--- src/hdl/b64d_pkg.sv ---
// Package: shared types, constants and the character map of the base64 decoder.
`default_nettype none
package b64d_pkg;

    localparam logic [6:0] SEXTET_BAD = 7'd77;
    localparam logic [7:0] PAD_CHAR   = 8'h3D;
    localparam int unsigned QUEUE_DEPTH = 4;
    localparam int unsigned QPTR_W      = $clog2(QUEUE_DEPTH);

    typedef enum logic [1:0] {
        ST_OK        = 2'd0,
        ST_TOO_SHORT = 2'd1,
        ST_BAD_CHAR  = 2'd2,
        ST_BAD_LEN   = 2'd3
    } status_t;

    // One queue entry: what a single character leaves for the back end.
    typedef struct packed {
        logic       has_byte;
        logic [7:0] data;
        logic       has_status;
        status_t    status;
    } entry_t;

    // Map a character to its sextet, SEXTET_BAD when outside the alphabet.
    function automatic logic [6:0] map_char(input logic [7:0] c);
        logic [6:0] s;
        s = SEXTET_BAD;
        if (c >= 8'h41 && c <= 8'h5A) begin
            s = 7'(c - 8'h41);
        end else if (c >= 8'h61 && c <= 8'h7A) begin
            s = 7'(c - 8'h61 + 8'd26);
        end else if (c >= 8'h30 && c <= 8'h39) begin
            s = 7'(c - 8'h30 + 8'd52);
        end else if (c == 8'h2B) begin
            s = 7'd62;
        end else if (c == 8'h2F) begin
            s = 7'd63;
        end
        return s;
    endfunction

endpackage
`default_nettype wire

--- src/hdl/b64d_front.sv ---
// Front end: accept characters, track group state, build queue entries.
`default_nettype none
module b64d_front (
    input  wire logic            aclk,
    input  wire logic            aresetn,
    input  wire logic            s_valid,
    output logic                 s_ready,
    input  wire logic [7:0]      s_char_in,
    input  wire logic            s_is_last,
    input  wire logic            q_full,
    output logic                 q_push,
    output b64d_pkg::entry_t     q_entry
);
    import b64d_pkg::*;

    logic [5:0] prev_sextet_reg, prev_sextet_next;
    logic [1:0] group_pos_reg, group_pos_next;
    logic       pad_seen_reg, pad_seen_next;
    logic       bad_seen_reg, bad_seen_next;
    logic [2:0] total_count_reg, total_count_next;
    logic [6:0] sextet;
    logic       accept;
    entry_t     entry;

    assign s_ready = !q_full;
    assign accept  = s_valid && s_ready;
    assign sextet  = map_char(s_char_in);

    always_comb begin
        prev_sextet_next = prev_sextet_reg;
        group_pos_next   = group_pos_reg;
        pad_seen_next    = pad_seen_reg;
        bad_seen_next    = bad_seen_reg;
        total_count_next = (total_count_reg < 3'd4) ? total_count_reg + 3'd1 : total_count_reg;
        entry            = '0;

        if (!pad_seen_reg && !bad_seen_reg) begin
            if (s_char_in == PAD_CHAR) begin
                pad_seen_next = 1'b1;
            end else if (sextet == SEXTET_BAD) begin
                bad_seen_next = 1'b1;
            end else begin
                unique case (group_pos_reg)
                    2'd1: begin
                        entry.has_byte = 1'b1;
                        entry.data     = {prev_sextet_reg, sextet[5:4]};
                    end
                    2'd2: begin
                        entry.has_byte = 1'b1;
                        entry.data     = {prev_sextet_reg[3:0], sextet[5:2]};
                    end
                    2'd3: begin
                        entry.has_byte = 1'b1;
                        entry.data     = {prev_sextet_reg[1:0], sextet[5:0]};
                    end
                    default: begin
                        entry.has_byte = 1'b0;
                    end
                endcase
                prev_sextet_next = sextet[5:0];
                group_pos_next   = group_pos_reg + 2'd1;
            end
        end

        if (s_is_last) begin
            entry.has_status = 1'b1;
            priority if (total_count_next < 3'd4) begin
                entry.status = ST_TOO_SHORT;
            end else if (bad_seen_next) begin
                entry.status = ST_BAD_CHAR;
            end else if (group_pos_next == 2'd1) begin
                entry.status = ST_BAD_LEN;
            end else begin
                entry.status = ST_OK;
            end
        end
    end

    assign q_push  = accept && (entry.has_byte || entry.has_status);
    assign q_entry = entry;

    always_ff @(posedge aclk) begin
        if (!aresetn) begin
            prev_sextet_reg <= '0;
            group_pos_reg   <= '0;
            pad_seen_reg    <= 1'b0;
            bad_seen_reg    <= 1'b0;
            total_count_reg <= '0;
        end else if (accept) begin
            if (s_is_last) begin
                // run closes: return to the start state
                prev_sextet_reg <= '0;
                group_pos_reg   <= '0;
                pad_seen_reg    <= 1'b0;
                bad_seen_reg    <= 1'b0;
                total_count_reg <= '0;
            end else begin
                prev_sextet_reg <= prev_sextet_next;
                group_pos_reg   <= group_pos_next;
                pad_seen_reg    <= pad_seen_next;
                bad_seen_reg    <= bad_seen_next;
                total_count_reg <= total_count_next;
            end
        end
    end

endmodule
`default_nettype wire

--- src/hdl/b64d_fifo.sv ---
// Short queue of entries between the front end and the back end.
`default_nettype none
module b64d_fifo (
    input  wire logic             aclk,
    input  wire logic             aresetn,
    input  wire logic             push,
    input  wire b64d_pkg::entry_t push_entry,
    output logic                  full,
    input  wire logic             pop,
    output logic                  not_empty,
    output b64d_pkg::entry_t      head
);
    import b64d_pkg::*;

    entry_t              slots_reg [QUEUE_DEPTH];
    logic [QPTR_W-1:0]   wr_ptr_reg;
    logic [QPTR_W-1:0]   rd_ptr_reg;
    logic [QPTR_W:0]     count_reg;
    logic [QPTR_W:0]     count_next;

    assign full      = (count_reg == (QPTR_W+1)'(QUEUE_DEPTH));
    assign not_empty = (count_reg != '0);
    assign head      = slots_reg[rd_ptr_reg];

    always_comb begin
        count_next = count_reg;
        if (push && !pop) begin
            count_next = count_reg + 1'b1;
        end else if (pop && !push) begin
            count_next = count_reg - 1'b1;
        end
    end

    always_ff @(posedge aclk) begin
        if (push) begin
            slots_reg[wr_ptr_reg] <= push_entry;
        end
    end

    always_ff @(posedge aclk) begin
        if (!aresetn) begin
            wr_ptr_reg <= '0;
            rd_ptr_reg <= '0;
            count_reg  <= '0;
        end else begin
            if (push) begin
                wr_ptr_reg <= wr_ptr_reg + 1'b1;
            end
            if (pop) begin
                rd_ptr_reg <= rd_ptr_reg + 1'b1;
            end
            count_reg <= count_next;
        end
    end

endmodule
`default_nettype wire

--- src/hdl/b64d_back.sv ---
// Back end: unpack queue entries into result words through an output register.
`default_nettype none
module b64d_back (
    input  wire logic             aclk,
    input  wire logic             aresetn,
    input  wire logic             q_not_empty,
    input  wire b64d_pkg::entry_t q_head,
    output logic                  q_pop,
    output logic                  m_valid,
    input  wire logic             m_ready,
    output logic [7:0]            m_out_byte,
    output logic                  m_end_of_run,
    output logic [1:0]            m_status
);
    import b64d_pkg::*;

    logic       valid_reg;
    logic [7:0] byte_reg;
    logic       eor_reg;
    logic [1:0] status_reg;
    logic       byte_done_reg, byte_done_next;
    logic       load;
    logic       send_byte;

    assign load      = (!valid_reg || m_ready) && q_not_empty;
    assign send_byte = q_head.has_byte && !byte_done_reg;

    always_comb begin
        q_pop          = 1'b0;
        byte_done_next = byte_done_reg;
        if (load) begin
            if (send_byte && q_head.has_status) begin
                // hold the entry: its status word follows
                byte_done_next = 1'b1;
            end else begin
                q_pop          = 1'b1;
                byte_done_next = 1'b0;
            end
        end
    end

    always_ff @(posedge aclk) begin
        if (load) begin
            if (send_byte) begin
                byte_reg   <= q_head.data;
                eor_reg    <= 1'b0;
                status_reg <= ST_OK;
            end else begin
                byte_reg   <= '0;
                eor_reg    <= 1'b1;
                status_reg <= q_head.status;
            end
        end
    end

    always_ff @(posedge aclk) begin
        if (!aresetn) begin
            valid_reg     <= 1'b0;
            byte_done_reg <= 1'b0;
        end else begin
            byte_done_reg <= byte_done_next;
            if (load) begin
                valid_reg <= 1'b1;
            end else if (m_ready) begin
                valid_reg <= 1'b0;
            end
        end
    end

    assign m_valid      = valid_reg;
    assign m_out_byte   = byte_reg;
    assign m_end_of_run = eor_reg;
    assign m_status     = status_reg;

endmodule
`default_nettype wire

--- src/hdl/base64_decoder_checked_core.sv ---
// Top level of the streaming base64 decoder with run status.
//
// Input channel (s_): one base64 character word per handshake; s_is_last
// marks the final character of a run. Standard alphabet, no line breaks.
// Output channel (m_): one result word per handshake. A data word carries a
// decoded byte with m_end_of_run low and m_status zero; the closing word of a
// run has m_end_of_run high, m_out_byte zero and m_status set to
// 0 ok, 1 too short, 2 invalid character, 3 bad length.
// Throughput: one character per cycle while the queue has room. A character
// that both completes a byte and ends the run gives two words, sent one after
// the other from the output register; a four-entry queue between decode and
// output takes up the slack. A character's entry is written into the queue,
// then loaded into the output register that drives m_.
// The output register and the queue hold results while m_ready is low; once
// the queue fills, s_ready drops until words drain.
// Reset (aresetn low, synchronous) empties the queue, drops m_valid and
// returns the decoder to the start of a run. Each run also ends in that state.
`default_nettype none
module base64_decoder_checked_core (
    input  wire logic       aclk,
    input  wire logic       aresetn,
    input  wire logic       s_valid,
    output logic            s_ready,
    input  wire logic [7:0] s_char_in,
    input  wire logic       s_is_last,
    output logic            m_valid,
    input  wire logic       m_ready,
    output logic [7:0]      m_out_byte,
    output logic            m_end_of_run,
    output logic [1:0]      m_status
);
    import b64d_pkg::*;

    logic   q_full;
    logic   q_push;
    logic   q_pop;
    logic   q_not_empty;
    entry_t q_entry;
    entry_t q_head;

    // decode characters and build entries
    b64d_front u_front (
        .aclk      (aclk),
        .aresetn   (aresetn),
        .s_valid   (s_valid),
        .s_ready   (s_ready),
        .s_char_in (s_char_in),
        .s_is_last (s_is_last),
        .q_full    (q_full),
        .q_push    (q_push),
        .q_entry   (q_entry)
    );

    // decouple decode from output stalls
    b64d_fifo u_fifo (
        .aclk       (aclk),
        .aresetn    (aresetn),
        .push       (q_push),
        .push_entry (q_entry),
        .full       (q_full),
        .pop        (q_pop),
        .not_empty  (q_not_empty),
        .head       (q_head)
    );

    // advance entries into result words
    b64d_back u_back (
        .aclk         (aclk),
        .aresetn      (aresetn),
        .q_not_empty  (q_not_empty),
        .q_head       (q_head),
        .q_pop        (q_pop),
        .m_valid      (m_valid),
        .m_ready      (m_ready),
        .m_out_byte   (m_out_byte),
        .m_end_of_run (m_end_of_run),
        .m_status     (m_status)
    );

endmodule
`default_nettype wire

--- config.mk ---
export PLATFORM = sky130hd
export DESIGN_NAME = base64_decoder_checked_core
export DESIGN_NICKNAME = d
export VERILOG_FILES = /design/src/hdl/b64d_pkg.sv /design/src/hdl/b64d_front.sv /design/src/hdl/b64d_fifo.sv /design/src/hdl/b64d_back.sv /design/src/hdl/base64_decoder_checked_core.sv
export SDC_FILE = /design/constraint.sdc
export NUM_CORES = 1
export LEC_CHECK = 0
export BUFFER_PORTS_ARGS = -buffer_cell sky130_fd_sc_hd__buf_4
export CAP_MARGIN = 20
export CORE_MARGIN = 8
export CORE_UTILIZATION = 55
export CTS_BUF_LIST = sky130_fd_sc_hd__clkbuf_4
export DETAILED_ROUTE_END_ITERATION = 8
export HOLD_SLACK_MARGIN = 0.05
export PLACE_DENSITY = 0.76
export SYNTH_ARGS = -nofsm -noshare
export SYNTH_HDL_FRONTEND = slang
export SYNTH_SLANG_ARGS = --single-unit
--- constraint.sdc ---
create_clock -name aclk -period 4.27 [get_ports aclk]
set_input_delay 0.6405 -clock aclk [delete_from_list [all_inputs] [get_ports aclk]]
set_output_delay 0.6405 -clock aclk [all_outputs]
set_load 0.03 [all_outputs]
==> out/metrics.csv, run 1 <==
stage;metric;value;unit
status;status;finished, final reports clean;
clock_tree;cts_buffer_depth;2;
timing;finalCritPeriodShare;88.6;%
yosys;yosysWarnings;0;
yosys;synth_top_family_by_area;simple AND/OR/NAND/NOR gates;
pwr;seqPwrFrac;48.0;%
timing;rsz0062_at_grt;false;
clock_tree;cts.sinks;83;
global_routing;track_usage;15.7;%
global_routing;antenna_found_initial;0;
clock_tree;cts_resized;0;
yosys;yosys.area_share.adder;5.96;%
floorplan;die_w;102;um
timing;slew_headroom;56.5;%
critical_path;worstPathArrival;4150;ps
clock_tree;numCtsBuffers;9;
yosys;synth_ff_type;edfxtp_1;
critical_path;crit_chain;buf_4 -> inv_1 -> ha_1 -> nand2_1 -> nor3_1 -> or4b_1 -> a221o_1 -> o21ai_1 -> o41ai_4 -> a21oi_2 -> ha_1 -> inv_1 -> fa_1 -> xor2_1 -> or3_1 -> a21boi_0;
critical_path;rrSetupSlack;1190;ps
timing;skew;19.7;ps
route;dr.pass1.iters;6;
pwr;leakage;1.65;nW
yosys;synth-simple-area-share;13.5;%
pwr;cell_internal_pwr;1.44;mW
yosys;ys_types;60;
pwr;switchingPower;0.760;mW
pwr;p_sw_share;34.5;%
critical_path;crit_type;in -> reg;
critical_path;cp-start-kind;primary input;
global_routing;grt_pass1_vias;2670;
floorplan;die_height;102;um
yosys;ys_seq_elements;83;
timing;setup_viol;0;
final_layout;fin_util;62.9;%
critical_path;crit_required;4630;ps
clock_tree;htreeDepth;3;
global_routing;overflow;0;
flow_run;max_cap_violations;0;
final_layout;largest_reg_flops;48;
yosys;synthXorXnorAreaFrac;1.49;%
clock_tree;cts_setup_buffers;0;
floorplan;floorplan.core_area;7250;um^2
pwr;vdd_drop_max;0.246;mV
critical_path;crit_family;simple AND/OR/NAND/NOR gates;
final_layout;num-nets-final;397;
route;vias;2690;
critical_path;crit_path_max_incr_delay;610;ps
route;top_layer_used;met4;
route;met1_length;3.36;mm
route;postRouteAntennaNets;0;
critical_path;critPathCaptureType;flip-flop;
clock_tree;clockRootBuffer;clkbuf_4;
pwr;combPwrFrac;33.7;%
final_layout;stdcell_area;4560;um^2
clock_tree;hold_buffers;0;
yosys;synth_edf_count;59;
critical_path;cp.buffers_inverters;3;
clock_tree;clk_pin_slew;140;ps
timing;post-route-min-period;3780;ps
yosys;synthArstFlopShare;0;%
yosys;synth_mux_area_share;7.55;%
floorplan;ios;26;
floorplan;initial_core_util;56.7;%
pwr;p_total;2.20;mW
place;place_hpwl;5.69;mm
yosys;synth-compound-area-share;13.5;%
clock_tree;cts_tree;done;
final_layout;fillers;570;
route;via_per_inst;5.74;
yosys;ys_seq_area_share;54.8;%
global_routing;grt_max_degree;31;
route;avgRoutedWirePerCell;16.7;um
pwr;p_clk_share;18.3;%
global_routing;grt_pass1_wl;12.6;mm
place;place_area;4440;um^2
hold_path;hold_path.class;in -> reg;
yosys;synth_area;4110;um^2
critical_path;slowest_stage;or4b_1;
timing;worstMarginPinSlew;652;ps
timing;fin_setup_tns;0;ps
final_layout;drive_gt1_share;20.3;%
place;gp_congestion;0.841;
final_layout;area_growth;10.9;%
clock_tree;clk_latency;430;ps
route;drtIter0Drc;227;
timing;slew_viol_final;0;
yosys;synthCells;332;
timing;fmax;264;MHz
floorplan;rows;31;
pwr;power.density;483;nW/um^2
route;wl_met3;388;um
place;io_buffers;25;
timing;hold_viol;0;
final_layout;diodes;0;
yosys;syn-num-nets;364;
route;drc;0;
floorplan;die_area;10500;um^2
route;dr_wl_met2;3.93;mm
route;drt-total-wl;7.81;mm
critical_path;cp_max_fo;10;
yosys;syn_avg_cell_area;12.4;um^2
==> cells in the final DEF (no fill, tap or decap), types with 2 or more instances in the layout <==
cell / count
nand2_1: 37
mux2i_1: 4
o211ai_1: 2
dfxtp_1: 24
o21a_1: 4
nor3_1: 6
a21oi_1: 8
a21boi_0: 2
a31oi_1: 2
a222oi_1: 8
buf_4: 36
o221ai_1: 2
xor2_1: 2
o21ai_0: 6
o2111ai_1: 3
edfxtp_1: 59
or3_1: 3
a211oi_1: 2
clkbuf_4: 9
inv_1: 17
nor2b_1: 13
inv_6: 3
a21oi_2: 2
o211a_1: 2
ha_1: 18
o22ai_1: 7
mux4_2: 12
and2_1: 14
nor2_1: 20
a21o_1: 3
xnor2_1: 5
nand2b_1: 2
nand4_1: 2
and3_1: 3
==> power groups by stage <==
stage / combinational [mW] / clock, mW / sequential [mW]
finish: 0.741 / 0.402 / 1.06
global route: 0.802 / 0.443 / 1.07
CTS: 0.751 / 0.413 / 1.06
detailed placement: 0.748 / 0 / 1.08
global placement: 0.731 / 0 / 1.07
floorplan: 0.402 / 0 / 1.19
==> layout make-up <==
class	instances	area [um^2]	share of cell area, %
Timing Repair Buffer	36	270	5.93
Inverter	18	67.6	1.48
Sequential cell	83	2250	49.4
Clock buffer	9	67.6	1.48
Clock inverter	7	51.3	1.12
Multi-Input combinational cell	217	1730	37.9
Tap cell	99	124	2.72
==> final timing paths <==
check | start | to | depth (start not counted)
worst max-delay path | s_char_in[0] | u_fifo.count_reg[2]$_SDFFE_PN0P_ | 16
worst min-delay path | s_is_last | u_fifo.slots_reg[3][2]$_DFFE_PP_ | 1
worst max register to register | flip-flop | u_fifo.count_reg[2]$_SDFFE_PN0P_ | 10
worst min register to register | u_front.prev_sextet_reg[4]$_SDFFE_PN0P_ | u_front.prev_sextet_reg[4]$_SDFFE_PN0P_ | 2
==> synthesized netlist by cell type, types with 5 or more instances <==
cell	instances	area share [%]
edfxtp_1	59	43
nand2_1	37	3.4
dfxtp_1	24	12
nor2_1	20	1.8
ha_1	18	5.5
inv_1	17	1.6
and2_1	14	2.1
nor2b_1	13	2.0
mux4_2	12	6.6
a21oi_1	8	0.97
a222oi_1	8	1.9
o22ai_1	7	1.1
clkbuf_1	6	0.55
nor3_1	6	0.73
o21ai_0	6	0.73
xnor2_1	5	1.1
==> per-stage QoR <==
stage	setup slack (ps)	hold WS (ps)	instances
floorplan	6.88	446	332
global placement	175	460	453
detailed placement	52.8	469	453
CTS	505	452	469
global route	251	433	469
finish	487	469	469
==> per-layer routing <==
layer  global-route usage [%]  up-vias
li1                         -     1319
met1                     18.2     1289
met2                     27.6       72
met3                     3.27       10
met4                     6.55        0
met5                        0        -
==> cells by family (layout without fill, tap and decap cells) <==
group                    after synthesis  after routing
multiplexers                          16             16
adder cells (fa/ha/maj)               19             19
buffers and inverters                 32             70
flip-flops                            83             83
AND/OR/NAND/NOR                      108            108
AO/OA/AOI/OAI                         67             67
XOR/XNOR                               7              7
Note: power is estimated with default switching activity, not from simulation.
==> inputs of run 2 (changes only) <==
--- a/config.mk
+++ b/config.mk
@@ -5,6 +5,7 @@
 export SDC_FILE = /design/constraint.sdc
 export NUM_CORES = 1
 export LEC_CHECK = 0
+export ABC_AREA = 1
 export BUFFER_PORTS_ARGS = -buffer_cell sky130_fd_sc_hd__buf_4
 export CAP_MARGIN = 20
 export CORE_MARGIN = 8
==> run 2 against run 1 <==
Effect of this change: total power rose by 12%; synthesized area rose by 5.5%; combinational power rose by 17%; first-iteration DRC count fell by 14%; worst setup slack improved by 460 ps; final cell count rose by 30%; critical path depth rose by 9; clock skew rose by 5.0 ps; largest power group unchanged.
==> out/metrics.csv, run 2 <==
stage;metric;value;unit;change
critical_path;r2r_end;u_fifo.count_reg[2]$_SDFFE_PN0P_;;
route;drt-total-wl;8.31;mm;+6.5%
pwr;vdd_drop_max;0.164;mV;-34%
global_routing;overflow;0;;unchanged
timing;slew_headroom;56.7;%;+0.22 points
route;via_per_inst;5.26;;-8.3%
clock_tree;cts_buffer_depth;2;;unchanged
timing;setup_viol;0;;unchanged
yosys;ys_seq_area_share;51.9;%;-2.9 points
route;postRouteAntennaNets;0;;unchanged
final_layout;area_growth;11.0;%;about the same
floorplan;rows;32;;+3.2%
clock_tree;htreeDepth;3;;unchanged
pwr;cell_internal_pwr;1.54;mW;+7.0%
final_layout;fin_util;62.6;%;-0.26 points
final_layout;drive_gt1_share;18.1;%;-2.1 points
place;place_area;4650;um^2;+4.6%
final_layout;stdcell_area;4810;um^2;+5.5%
hold_path;min_to;u_front.total_count_reg[1]$_SDFFE_PN0P_;;
pwr;combPwrFrac;35.0;%;+1.3 points
timing;slew_viol_final;0;;unchanged
floorplan;ios;26;;unchanged
global_routing;antenna_found_initial;0;;unchanged
route;dr.pass1.iters;4;;-2
critical_path;worstRegToRegCells;14;;+4
timing;post-route-min-period;3320;ps;-459 ps
status;status;finished, final reports clean;;
yosys;synth_ff_type;edfxtp_1;;
place;io_buffers;25;;unchanged
clock_tree;cts_resized;0;;unchanged
timing;fin_setup_tns;0;ps;unchanged
yosys;synth_common_cells;nor2_1, nand2_1, edfxtp_1, inv_1, o21ai_0;;
pwr;leakage;1.96;nW;+19%
critical_path;worstPathArrival;3660;ps;-490 ps
critical_path;critPathCaptureType;flip-flop;;
final_layout;largest_reg_flops;48;;unchanged
clock_tree;clk_latency;430;ps;about the same
pwr;power.density;513;nW/um^2;+6.3%
final_layout;diodes;0;;unchanged
yosys;synth_area;4340;um^2;+5.5%
critical_path;rrSetupSlack;1490;ps;+300 ps
global_routing;grt_pass1_vias;3046;;+14%
floorplan;die_w;105;um;+2.3%
place;place_ws;547;ps;+494 ps
final_layout;final_common_cell;nor2_1;;
timing;skew;24.7;ps;+4.99 ps
final_layout;stdcell_count;609;;+30%
floorplan;die_area;11000;um^2;+4.6%
timing;rsz0062_at_grt;false;;
yosys;syn_avg_cell_area;9.21;um^2;-26%
clock_tree;cts_tree;done;;
pwr;switchingPower;0.929;mW;+22%
final_layout;fillers;663;;+16%
pwr;seqPwrFrac;43.7;%;-4.3 points
critical_path;cp-start-kind;primary input;;
pwr;p_clk_share;21.3;%;+3.0 points
timing;worstMarginPinSlew;648;ps;-4.08 ps
yosys;yosysWarnings;0;;unchanged
yosys;synthTopCellsByArea;edfxtp_1, dfxtp_1, nor2_1;;
hold_path;hold_path.class;reg -> reg;;
timing;fmax;301;MHz;+14%
hold_path;worstHoldStart;u_front.total_count_reg[1]$_SDFFE_PN0P_;;
yosys;synth_edf_count;59;;unchanged
yosys;ys_types;40;;-33%
timing;setup_ws;946;ps;+459 ps
clock_tree;numCtsBuffers;9;;unchanged
floorplan;floorplan.core_area;7690;um^2;+6.0%
yosys;yosysMostFrequentCell;nor2_1;;
critical_path;crit_type;in -> reg;;
route;drc;0;;unchanged
yosys;yosysTopAreaCellShare;40.8;%;-2.2 points
timing;hold_viol;0;;unchanged
pwr;p_sw_share;37.6;%;+3.1 points
yosys;synthCells;471;;+42%
place;placed_cells;593;;+31%
clock_tree;clk_pin_slew;130;ps;about the same
timing;finalCritPeriodShare;77.8;%;-11 points
critical_path;cp_max_fo;10;;unchanged
clock_tree;hold_buffers;0;;unchanged
global_routing;grt_max_degree;26;;-16%
hold_path;holdPathStages;2;;+1
timing;hold_ws;476;ps;+6.99 ps
place;place_hpwl;5.93;mm;+4.2%
global_routing;grt_pass1_wl;14.2;mm;+13%
flow_run;max_cap_violations;0;;unchanged
route;drtIter0Drc;196;;-14%
floorplan;die_height;105;um;+2.3%
route;vias;3202;;+19%
global_routing;track_usage;15.8;%;+0.027 points
yosys;ys_seq_elements;83;;unchanged
critical_path;crit_required;4600;ps;-30 ps
floorplan;initial_core_util;56.4;%;-0.26 points
yosys;synthArstFlopShare;0;%;unchanged
clock_tree;clockRootBuffer;clkbuf_4;;
clock_tree;cts_setup_buffers;0;;unchanged
place;gp_congestion;0.906;;+7.7%
pwr;p_total;2.47;mW;+12%
final_layout;num-nets-final;534;;+35%
final_layout;final_cell_mix;nor2_1, nand2_1, edfxtp_1;;
route;avgRoutedWirePerCell;13.7;um;-18%
yosys;syn-num-nets;503;;+38%
yosys;yosysTopAreaCell;edfxtp_1;;
clock_tree;cts.sinks;83;;unchanged
-- run 2: cell count changes in the layout (fill, tap and decap cells not counted), moves of 13 or more --
cell,previous run,this run
nor2b_1,13,0
nand2_1,37,70
nand3_1,1,29
nor2_1,20,71
and2_1,14,0
inv_1,17,47
nand2_2,0,14
a21oi_1,8,29
o21ai_0,6,34
-- run 2: critical path, stage by stage --
cell	delay [ps]
buf_4	140
inv_1	90
ha_1	300
nand2_1	100
nand2_1	70
nor2_1	120
nor2_2	50
nand2_2	70
nand2_2	80
inv_4	90
nand2_1	100
nand3b_4	130
nor2_4	50
nand3_4	110
nand3b_4	160
nand2_4	120
nand2_4	70
inv_2	90
ha_1	140
inv_1	60
fa_1	380
a21oi_1	150
o21ai_0	120
o21ai_0	170
a21oi_1	50
-- run 2: layout make-up --
type | count | area, um^2 | share of cell area (%)
flip-flops and latches | 83 | 2250 | 46.8
multi-input cells | 322 | 1830 | 38.0
inverters | 55 | 209 | 4.34
clock buffers | 9 | 67.6 | 1.40
repair buffers | 31 | 233 | 4.83
clock inverters | 7 | 97.6 | 2.03
well taps | 102 | 128 | 2.65
-- run 2: how the worst max path moves through the flow --
stage                 startpoint                               end  slack (ps)  cells after the start
global placement    s_char_in[2]  u_fifo.count_reg[2]$_SDFFE_PN0P_         580                     26
detailed placement  s_char_in[2]  u_fifo.count_reg[2]$_SDFFE_PN0P_         550                     25
floorplan           s_char_in[2]  u_fifo.count_reg[2]$_SDFFE_PN0P_         870                     25
CTS                 s_char_in[2]  u_fifo.count_reg[2]$_SDFFE_PN0P_        1000                     25
global route        s_char_in[0]  u_fifo.count_reg[2]$_SDFFE_PN0P_         610                     23
finish              s_char_in[2]  u_fifo.count_reg[2]$_SDFFE_PN0P_         950                     25
-- run 2: power by group through the flow --
stage	combinational (mW)	sequential, mW	clock [mW]
6_report	0.865	1.08	0.526
5_1_grt	0.977	1.10	0.570
4_1_cts	0.871	1.08	0.531
3_5_place_dp	0.870	1.10	0
3_3_place_gp	0.849	1.10	0
2_1_floorplan	0.508	1.21	0
-- run 2: kinds of logic after synthesis --
kind of cell | after synthesis | synth area share (%)
DFF | 83 | 51.9
xor gates and xnor gates | 7 | 1.41
buffers and inverters | 66 | 5.97
adders and majority gates | 19 | 5.65
AOI/OAI and AO/OA | 82 | 10.5
and+or+nand+nor | 214 | 24.5
-- run 2: per-layer routing --
metal  wire length (um)  track usage (%)  up-vias
met5                  0                0        -
met4                151             7.65        0
met3                531             3.01       11
met2               3950             24.8       99
met1               3680             20.4     1454
li1                   -                -     1638
==> inputs of run 3 (changes only) <==
--- a/config.mk
+++ b/config.mk
@@ -13,7 +13,7 @@
 export CTS_BUF_LIST = sky130_fd_sc_hd__clkbuf_4
 export DETAILED_ROUTE_END_ITERATION = 8
 export HOLD_SLACK_MARGIN = 0.05
-export PLACE_DENSITY = 0.76
+export PLACE_DENSITY = 0.73
 export SYNTH_ARGS = -nofsm -noshare
 export SYNTH_HDL_FRONTEND = slang
 export SYNTH_SLANG_ARGS = --single-unit
==> constraint.sdc (replaced) <==
create_clock -name aclk -period 3.2 [get_ports aclk]
set_input_delay 0.48 -clock aclk [delete_from_list [all_inputs] [get_ports aclk]]
set_output_delay 0.48 -clock aclk [all_outputs]
set_load 0.03 [all_outputs]
==> run 3 against run 2 <==
Effect of this change: worst setup slack worse by 540 ps; total power up 35%; non-clock buffer count up 16; critical path depth fell by 2; die area unchanged; worst hold slack got worse by 140 ps; clock-buffer cell count stayed put; highest routed layer unchanged.
==> out/metrics.csv, run 3 (synthesis results as in run 2) <==
stage;metric;value;unit;change
critical_path;path_depth;23;;-8.0%
route;dr.pass1.iters;6;;+2
place;place_hpwl;6.68;mm;+13%
timing;hold_viol;0;;unchanged
global_routing;grtUsageMet2;29.5;%;+4.8 points
clock_tree;cts.sinks;83;;unchanged
pwr;leakage;2.03;nW;+3.5%
clock_tree;cts_setup_buffers;0;;unchanged
timing;finalCritPeriodShare;87.2;%;
hold_path;holdPathStages;3;;+1
final_layout;final_common_cell;nor2_1;;
route;postRouteAntennaNets;0;;unchanged
timing;worstMarginPinSlew;513;ps;-135 ps
timing;slew_headroom;65.7;%;+9.0 points
critical_path;crit_type;in -> reg;;
route;via_per_inst;5.29;;+0.67%
global_routing;top_usage_layer;met2;;
global_routing;grt_pass1_vias;3144;;+3.2%
global_routing;track_usage;16.7;%;+0.96 points
route;vias;3308;;+3.3%
route;drc;0;;unchanged
critical_path;cp_max_fo;5;;-5
hold_path;hold_path.class;in -> reg;;
clock_tree;hold_buffers;0;;unchanged
floorplan;floorplan.core_area;7690;um^2;unchanged
place;io_buffers;25;;unchanged
route;drt-total-wl;9.15;mm;+10%
final_layout;largest_reg_flops;48;;unchanged
timing;skew;17.2;ps;-7.50 ps
status;status;finished, final reports clean;;
final_layout;area_growth;13.5;%;
final_layout;num-nets-final;550;;+3.0%
clock_tree;htreeDepth;3;;unchanged
route;drtIter0Drc;199;;+1.5%
place;gp_congestion;0.964;;+6.3%
final_layout;final_cell_mix;nor2_1, nand2_1, edfxtp_1;;
global_routing;grt_use_met3;3.69;%;+0.68 points
timing;post-route-min-period;2790;ps;
clock_tree;cts_tree;done;;
timing;rsz0062_at_grt;false;;
critical_path;crit_chain;buf_4 -> inv_1 -> ha_1 -> inv_1 -> nand2_1 -> nand3_1 -> nand2_1 -> nand2_1 -> or2_1 -> nand3_4 -> nor2_4 -> nand3_4 -> nand3b_4 -> nand2_4 -> nand2_4 -> inv_2 -> ha_1 -> inv_1 -> fa_1 -> a21oi_1 -> o21ai_0 -> o21ai_0 -> a21oi_1;;
floorplan;die_height;105;um;unchanged
global_routing;grt_max_degree;24;;-7.7%
timing;slew_viol_final;0;;unchanged
pwr;vdd_drop_max;0.299;mV;+83%
floorplan;rows;32;;unchanged
floorplan;die_w;105;um;unchanged
floorplan;ios;26;;unchanged
final_layout;drive_gt1_share;21.0;%;+2.9 points
timing;fmax;358;MHz;
clock_tree;cts_buffer_depth;2;;unchanged
clock_tree;clk_pin_slew;140;ps;about the same
critical_path;slowest_stage;fa_1;;
critical_path;crit_path_max_incr_delay;380;ps;about the same
critical_path;crit_family;simple AND/OR/NAND/NOR gates;;
critical_path;cp-start-kind;primary input;;
flow_run;max_cap_violations;0;;unchanged
critical_path;worstRegToRegCells;13;;-1
clock_tree;clockRootBuffer;clkbuf_4;;
critical_path;crit_required;3530;ps;-1070 ps
pwr;power.density;677;nW/um^2;+32%
clock_tree;cts_resized;0;;unchanged
final_layout;fin_util;64.0;%;+1.4 points
route;avgRoutedWirePerCell;14.6;um;+7.3%
global_routing;overflow;0;;unchanged
floorplan;initial_core_util;56.4;%;unchanged
critical_path;worstPathArrival;3120;ps;-540 ps
floorplan;die_area;11000;um^2;unchanged
timing;fin_setup_tns;0;ps;unchanged
final_layout;diodes;0;;unchanged
global_routing;antenna_found_initial;0;;unchanged
global_routing;use_met1;19.4;%;-1.0 points
critical_path;cp.buffers_inverters;5;;unchanged
clock_tree;numCtsBuffers;9;;unchanged
global_routing;grt_pass1_wl;15.0;mm;+5.6%
timing;setup_viol;0;;unchanged
critical_path;critPathCaptureType;flip-flop;;
clock_tree;clk_latency;430;ps;about the same
-- run 3: cell count changes in the layout (fill, tap and decap cells not counted) --
cell / before / now
clkinv_1: 2 / 1
bufinv_16: 2 / 1
ha_2: 0 / 1
inv_8: 0 / 1
ha_1: 18 / 17
clkinv_4: 0 / 1
buf_4: 31 / 47
-- run 3: area by class of cell --
cell class                 count  area (um^2)
fill                         661         2770
sequential                    83         2250
multi-input combinational    322         1830
timing repair buffer          47          353
inverter                      55          209
tap                          102          128
clock inverter                 7         83.8
clock buffer                   9         67.6
-- run 3: worst reg2reg max path: cells and delay by family, from the launching register on --
kind	cells	cell delay [ps]
compound gates	7	920
flops	1	670
fa+ha+maj	2	540
simple gates	2	270
buf+inv	2	120
-- run 3: metrics by stage --
stage / power [mW] / hold slack (ps) / area (um^2) / instances / setup slack (ps)
3_5_place_dp: 2.71 / 466 / 4770 / 609 / -39.9
3_3_place_gp: 2.65 / 450 / 4770 / 609 / -28.4
4_1_cts: 3.35 / 308 / 4920 / 625 / 437
5_1_grt: 3.53 / 298 / 4920 / 625 / 136
6_report: 3.33 / 333 / 4920 / 625 / 409
2_1_floorplan: 2.29 / 436 / 4340 / 471 / 1.42
-- run 3: final timing paths --
kind,from,endpoint,slack [ps]
hold reg to reg,u_front.total_count_reg[1]$_SDFFE_PN0P_,u_front.total_count_reg[1]$_SDFFE_PN0P_,480
setup / recovery,s_char_in[1],u_fifo.count_reg[2]$_SDFFE_PN0P_,410
setup reg to reg,flip-flop,u_fifo.count_reg[2]$_SDFFE_PN0P_,580
hold / removal,aresetn,u_fifo.wr_ptr_reg[1]$_SDFFE_PN0P_,330
-- run 3: per-layer routing --
| layer | vias to the layer above | share of wire, % |
|---|---|---|
| met5 | - | 0 |
| met4 | 0 | 1.2 |
| met3 | 13 | 5.9 |
| met2 | 96 | 50 |
| met1 | 1528 | 43 |
| li1 | 1671 | - |
-- run 3: power by group --
group          total [mW]  internal [mW]  leakage, nW  switching (mW)
Combinational        1.23          0.410         1.17           0.824
Clock               0.649          0.253       0.0794           0.396
Sequential           1.45           1.36        0.781          0.0874
Total                3.33           2.03         2.03            1.31
